$ cat src/hw/rtl/dmsrt_pkg.sv
package dmsrt_pkg;

   localparam int SLOT_COUNT_DEF = 4096;
   localparam int MATE_BAND_DEF  = 1000;

   localparam int KEY_W   = 64;
   localparam int PAY_W   = 42;
   localparam int ENTRY_W = KEY_W + PAY_W;
   localparam int MATE_W  = 15;

   localparam logic [MATE_W-1:0] MATE_RESET = 15'd32000;

   localparam logic [1:0] MODE_PROBE = 2'd0;
   localparam logic [1:0] MODE_STORE = 2'd1;
   localparam logic [1:0] MODE_CLEAR = 2'd2;

   localparam logic [1:0] FLAG_NONE  = 2'd0;
   localparam logic [1:0] FLAG_EXACT = 2'd1;
   localparam logic [1:0] FLAG_UPPER = 2'd2;
   localparam logic [1:0] FLAG_LOWER = 2'd3;

   typedef struct packed {
      logic [1:0]         mode;
      logic [KEY_W-1:0]   position_key;
      logic [7:0]         search_depth;
      logic signed [15:0] window_low;
      logic signed [15:0] window_high;
      logic [7:0]         root_distance;
      logic signed [15:0] new_score;
      logic [1:0]         bound_kind;
      logic [15:0]        new_move;
   } req_payload_type;

   typedef struct packed {
      logic               hit;
      logic signed [15:0] found_score;
      logic [15:0]        move_hint;
   } rsp_payload_type;

   typedef struct packed {
      logic [KEY_W-1:0]   key;
      logic [7:0]         depth;
      logic [1:0]         flag;
      logic signed [15:0] score;
      logic [15:0]        move;
   } entry_type;

   typedef struct packed {
      logic take;
      logic read_req;
      logic rem_step;
      logic read_rem;
      logic sweep;
      logic finish;
   } cmd_type;

   typedef struct packed {
      logic req_clear;
      logic slot_direct;
      logic rem_last;
      logic sweep_last;
      logic rsp_free;
   } status_type;

   // to_ply: root-relative to ply-relative (store), else the reverse (read)
   function automatic logic signed [15:0] mate_adjust(
      input logic signed [15:0] score,
      input logic [7:0]         ply,
      input logic [MATE_W-1:0]  mate,
      input logic [MATE_W-1:0]  band,
      input logic               to_ply
   );
      logic signed [17:0] s;
      logic signed [17:0] p;
      logic signed [17:0] th_hi;
      logic signed [17:0] th_lo;
      logic signed [17:0] sum;
      s     = $signed({{2{score[15]}}, score});
      p     = $signed({10'd0, ply});
      th_hi = $signed({3'd0, mate}) - $signed({3'd0, band});
      th_lo = -th_hi;
      if (s >= th_hi) begin
         sum = to_ply ? s + p : s - p;
      end else if (s <= th_lo) begin
         sum = to_ply ? s - p : s + p;
      end else begin
         sum = s;
      end
      if (sum > 18'sd32767) begin
         sum = 18'sd32767;
      end else if (sum < -18'sd32768) begin
         sum = -18'sd32768;
      end
      return sum[15:0];
   endfunction

endpackage

$ cat src/hw/rtl/dmsrt_ctrl.sv
module dmsrt_ctrl (
   input  logic                 clock,
   input  logic                 reset,
   input  logic                 req_valid,
   output logic                 req_ready,
   input  dmsrt_pkg::status_type st,
   output dmsrt_pkg::cmd_type    cmd
);
   import dmsrt_pkg::*;

   typedef enum logic [2:0] {
      ST_INIT,
      ST_IDLE,
      ST_INDEX,
      ST_CLEAR,
      ST_EVAL
   } state_type;

   state_type state_ff, state_in;
   logic      ready_ff, ready_in;

   always_comb begin
      cmd      = '0;
      state_in = state_ff;
      unique case (state_ff)
         ST_INIT: begin
            cmd.sweep = 1'b1;
            if (st.sweep_last) begin
               state_in = ST_IDLE;
            end
         end
         ST_IDLE: begin
            if (req_valid && ready_ff) begin
               cmd.take = 1'b1;
               if (st.req_clear) begin
                  state_in = ST_CLEAR;
               end else if (st.slot_direct) begin
                  cmd.read_req = 1'b1;
                  state_in     = ST_EVAL;
               end else begin
                  state_in = ST_INDEX;
               end
            end
         end
         ST_INDEX: begin
            // one key nibble per cycle into the slot remainder
            cmd.rem_step = 1'b1;
            if (st.rem_last) begin
               cmd.read_rem = 1'b1;
               state_in     = ST_EVAL;
            end
         end
         ST_CLEAR: begin
            cmd.sweep = 1'b1;
            if (st.sweep_last) begin
               state_in = ST_EVAL;
            end
         end
         ST_EVAL: begin
            if (st.rsp_free) begin
               cmd.finish = 1'b1;
               state_in   = ST_IDLE;
            end
         end
         default: begin
            state_in = ST_INIT;
         end
      endcase
      ready_in = (state_in == ST_IDLE);
   end

   always_ff @(posedge clock) begin
      if (reset) begin
         state_ff <= ST_INIT;
         ready_ff <= 1'b0;
      end else begin
         state_ff <= state_in;
         ready_ff <= ready_in;
      end
   end

   assign req_ready = ready_ff;

endmodule

$ cat config.mk
export PLATFORM = sky130hd
export DESIGN_NAME = dmsrt_ctrl
export DESIGN_NICKNAME = d
export VERILOG_FILES = /design/src/hw/rtl/dmsrt_pkg.sv /design/src/hw/rtl/dmsrt_ctrl.sv
export SDC_FILE = /design/constraint.sdc
export NUM_CORES = 1
export LEC_CHECK = 0
export BUFFER_PORTS_ARGS = -buffer_cell sky130_fd_sc_hd__buf_2
export CAP_MARGIN = 0
export CORE_AREA = 2 2 39 41
export DETAILED_ROUTE_END_ITERATION = 12
export DIE_AREA = 0 0 41 43
export GPL_TIMING_DRIVEN = 0
export HOLD_SLACK_MARGIN = 0.06
export MAX_ROUTING_LAYER = met4
export PLACE_DENSITY = 0.46
export SLEW_MARGIN = 15
export SYNTH_ARGS = -nofsm -noshare
export SYNTH_HDL_FRONTEND = slang
export SYNTH_SLANG_ARGS = --single-unit
$ cat constraint.sdc
create_clock -name clock -period 1.68 [get_ports clock]
set_input_delay 0.084 -clock clock [delete_from_list [all_inputs] [get_ports clock]]
set_output_delay 0.084 -clock clock [all_outputs]
set_load 0.02 [all_outputs]
# Yosys cells after proc, flatten, opt, wreduce, memory -nomap -nowiden
# Index checks and enable logic that the tools add are counted.
[word_totals] elab_cells=27 ff_bits=4 out_inout_bits=7 input_bits=8
[op_classes] mux=17 n_reduce_logical=3 eq_ne=5
[op_table] cell="3-bit two-way mux" n=7
[op_table] cell="3-bit one-hot mux with 5 select lines" n=1
[op_table] cell="3-bit by 1-bit == test with 1-bit output (second input constant)" n=2
[op_table] cell="3-bit by 2-bit == test with 1-bit output (second input constant)" n=2
[op_table] cell="1-bit two-way mux" n=6
[op_table] cell="2-bit two-way mux" n=3
[op_table] cell="3-bit == test (second input constant)" n=1
[op_table] cell="3-bit logical NOT" n=1
[op_table] cell="2-bit OR reduction" n=1
[op_table] cell="1-bit logical AND" n=1

# Longest topological paths before layout
[logic_depth] word_depth=5 ltp_mapped=4 mapped_depth_nobuf=3

# Worst setup path after synthesis
# OpenSTA, ideal clock, no wires.
[synth_timing] path_type="register to register" start="reg state_ff[0]" end="reg state_ff[1]" setup_time_ps=65 path_buffers=1 arrival_time_ps=1177 path_stages_with_launch=5 slack_ps=438 period_less_slack_ps=1242 required_ps=1615 cell_sequence="dfxtp_1 > buf_6 > or3b_4 > o32ai_2 > nor2b_1"
[synth_between] elab_chain_len=2 word_cells_on_any_way=6 cone_classes="eq/ne: 4; mux: 1; reduce/logical: 1"
[synth_lines] element="start: declaration" line="dmsrt_ctrl.sv:19" source="state_type state_ff, state_in;"
[synth_lines] element="start signal: assignment" line="dmsrt_ctrl.sv:77" source="state_ff <= state_in;"
[synth_lines] element="3-bit == test (tied with other cells)" line="dmsrt_ctrl.sv:25" source="unique case (state_ff)"
[synth_lines] element="3-bit one-hot mux with 5 select lines (*)" line="dmsrt_ctrl.sv:25"
# Every way passes the cells marked *; elsewhere a longest branch is shown, timed or not.
# A chain may end at the register's enable or synchronous reset.

==> flow_summary.json <==
{
  "outcome": "complete, no violations",
  "reg2reg_to": "state_ff[1]",
  "antenna_found_initial": 0,
  "drt_iter0_drc": 4,
  "clock_latency_ns": 0.23,
  "cts_tree": "built",
  "h-tree-depth": 1,
  "hold_path_class": "input port to register",
  "yosys.area.top_type": "dfxtp_1",
  "cts_buffers": 3,
  "setup_viol": 0,
  "firstDrtPassIters": 2,
  "rsz0062_at_grt": "no",
  "die_h_microns": 43,
  "dieArea_sq_um": 1760,
  "power_density_nw_per_um2": 755,
  "synthTopCellsByArea": "dfxtp_1 28%, o32ai_2 5.7%, a21o_1 5.2%, nand2_1 5.2%, nand3b_1 5.2%",
  "cp.arrival_ns": 1.31,
  "gr-total-overflow": 0,
  "cp_max_fo": 9,
  "cap_violations": 0,
  "synth-seq-cells": 4,
  "cts_resized": 0,
  "cts_setup_buffers": 0,
  "finalHoldViolations": 0,
  "syn_inst": 35,
  "n_antenna_cell": 0,
  "place_ws_ns": 0.352,
  "cp-startpoint": "state_ff[0]",
  "die_w_microns": 41,
  "drive_gt1_share_pct": 40.4,
  "avgRoutedWirePerCell_microns": 9.79,
  "yosysTopAreaCellShare_pct": 27.9,
  "vias_per_cell": 4.46,
  "endpoint_kind": "output pin",
  "fin_crit_sh_pct": 83.1,
  "area_growth_pct": 39.3,
  "root_buffer": "clkbuf_4",
  "fin_cells": 68,
  "path_clk_slew_ns": 0.04,
  "cts_sinks": 4,
  "yosysSeqAreaShare_pct": 27.9,
  "cp_slowest_cell": "or3b_4",
  "irDropWorstVdd_mv": 0.321,
  "row_count": 14,
  "fmax_mhz": 716,
  "antenna_left": 0,
  "reg2reg_depth": 4,
  "drc": 0,
  "leakage_nw": 0.193,
  "fin_worst_skew_ns": 0.000870,
  "dp_hpwl_microns": 527,
  "gp_congestion": 0.727,
  "vias": 303,
  "drv_slew": 0,
  "grt_max_degree": 10,
  "dp.cells": 65,
  "slew-limit-headroom_pct": 83.8,
  "initial_utilization_pct": 20.7,
  "io_pins": 15,
  "portBuffers": 14,
  "cts_buffer_depth": 2,
  "finalSetupTns_ns": 0,
  "wl_microns": 666,
  "nets": 62,
  "path_cells": "buf_6 -> or3b_4 -> nor2_1 -> buf_2",
  "timing.rr.start": "state_ff[0]",
  "grt.total_usage_pct": 8.85,
  "path_class": "register to output pin",
  "ys_warn_count": 0,
  "grt_pass1_vias": 260,
  "syn-cell-area_sq_um": 287,
  "grt_pass1_wl_microns": 1050,
  "r2r_setup_slack_ns": 0.36,
  "ys_types": 22,
  "layout_min_cycle_time_ns": 1.40,
  "fin_hold_ws_ns": 0.161,
  "power.total_mw": 0.301,
  "cts_hold_buf": 0,
  "startpoint_type": "register",
  "critical_path.max_stage_delay_ns": 0.38,
  "syn-mean-instance-area_sq_um": 8.19,
  "finalWorstSetupSlack_ns": 0.284,
  "cp.required_ns": 1.60,
  "crit_end": "cmd[5]",
  "tightest_slew_ns": 0.243,
  "core_area_sq_um": 1380,
  "syn_nets": 43,
  "hold_depth": 4
}
cell usage in the layout, fill, tap and decap left out:
cell type and count:
a211oi_1 1, a21boi_0 1, a21o_1 2, a21oi_1 2
a31oi_1 1, and2_1 1, buf_2 14, buf_6 1
clkbuf_4 3, dfxtp_1 4, inv_1 1, mux2_2 1
nand2_1 4, nand2b_1 2, nand3b_1 2, nand4_1 1
nor2_1 3, nor2b_1 2, nor3_1 1, nor3b_1 1
o32ai_2 1, or2_1 1, or3b_1 1, or3b_4 1
final cells by class:
class                   instances  area, sq um
plain buffers                   1         11.3
multi-input cells              29          191
inverters                       1         3.75
fillers                       155          985
repair buffers                 14         70.1
flip-flops and latches          4         80.1
well taps                      16         20.0
clock buffers                   3         22.5
cells in the mapped netlist:
cell type  count
a21oi_1        2
dfxtp_1        4
mux2_2         1
o32ai_2        1
nor3_1         1
and2_1         1
a21boi_0       1
or2_1          1
nor2_1         3
or3b_4         1
nand2b_1       2
a31oi_1        1
a211oi_1       1
nand2_1        4
nor2b_1        2
buf_6          1
a21o_1         2
nand4_1        1
nand3b_1       2
nor3b_1        1
inv_1          1
or3b_1         1
kinds of logic after synthesis:
group	count (synthesis)	share of synthesized area, %
and+or+nand+nor	20	41.0
AOI/OAI and AO/OA	8	21.8
DFF	4	27.9
buffers and inverters	2	5.24
muxes	1	3.93
critical path, delay by kind of cell, from the launching register on:
family | cells | cell delay [ns]
buffers and inverters | 2 | 0.28
flip-flops | 1 | 0.31
AND/OR/NAND/NOR | 2 | 0.48
metal layers:
metal	part of all wire, %	vias up	global-route usage [%]
met5	0	-	-
met4	0	0	4.00
met1	50	129	12.9
li1	-	159	-
met3	9.6	0	3.14
met2	41	15	10.6
worst min path at each step:
stage,start,endpoint,slack (ns)
after floorplan,st[0],state_ff[2],0.28
after global placement,st[0],state_ff[2],0.40
after detailed placement,st[0],state_ff[2],0.40
after CTS,st[0],state_ff[2],0.16
after global routing,st[0],state_ff[2],0.17
final,st[0],state_ff[2],0.16
per-stage QoR:
step | utilization (%) | instance area (sq um)
final | 28.8 | 399
after detailed placement | 27.2 | 377
after floorplan | - | 287
after CTS | 28.8 | 399
after global placement | 27.2 | 377
after global routing | 28.8 | 399
flip-flops by register name, summed over array words and instances, names as in the netlist:
name	count
req_ready	1
state_ff	3
power by group:
group | internal (mW) | switching, mW
Sequential | 0.102 | 0.00522
Clock | 0.0799 | 0.0391
Combinational | 0.0372 | 0.0383
Total | 0.219 | 0.0826
(Power assumes the default switching activity.)
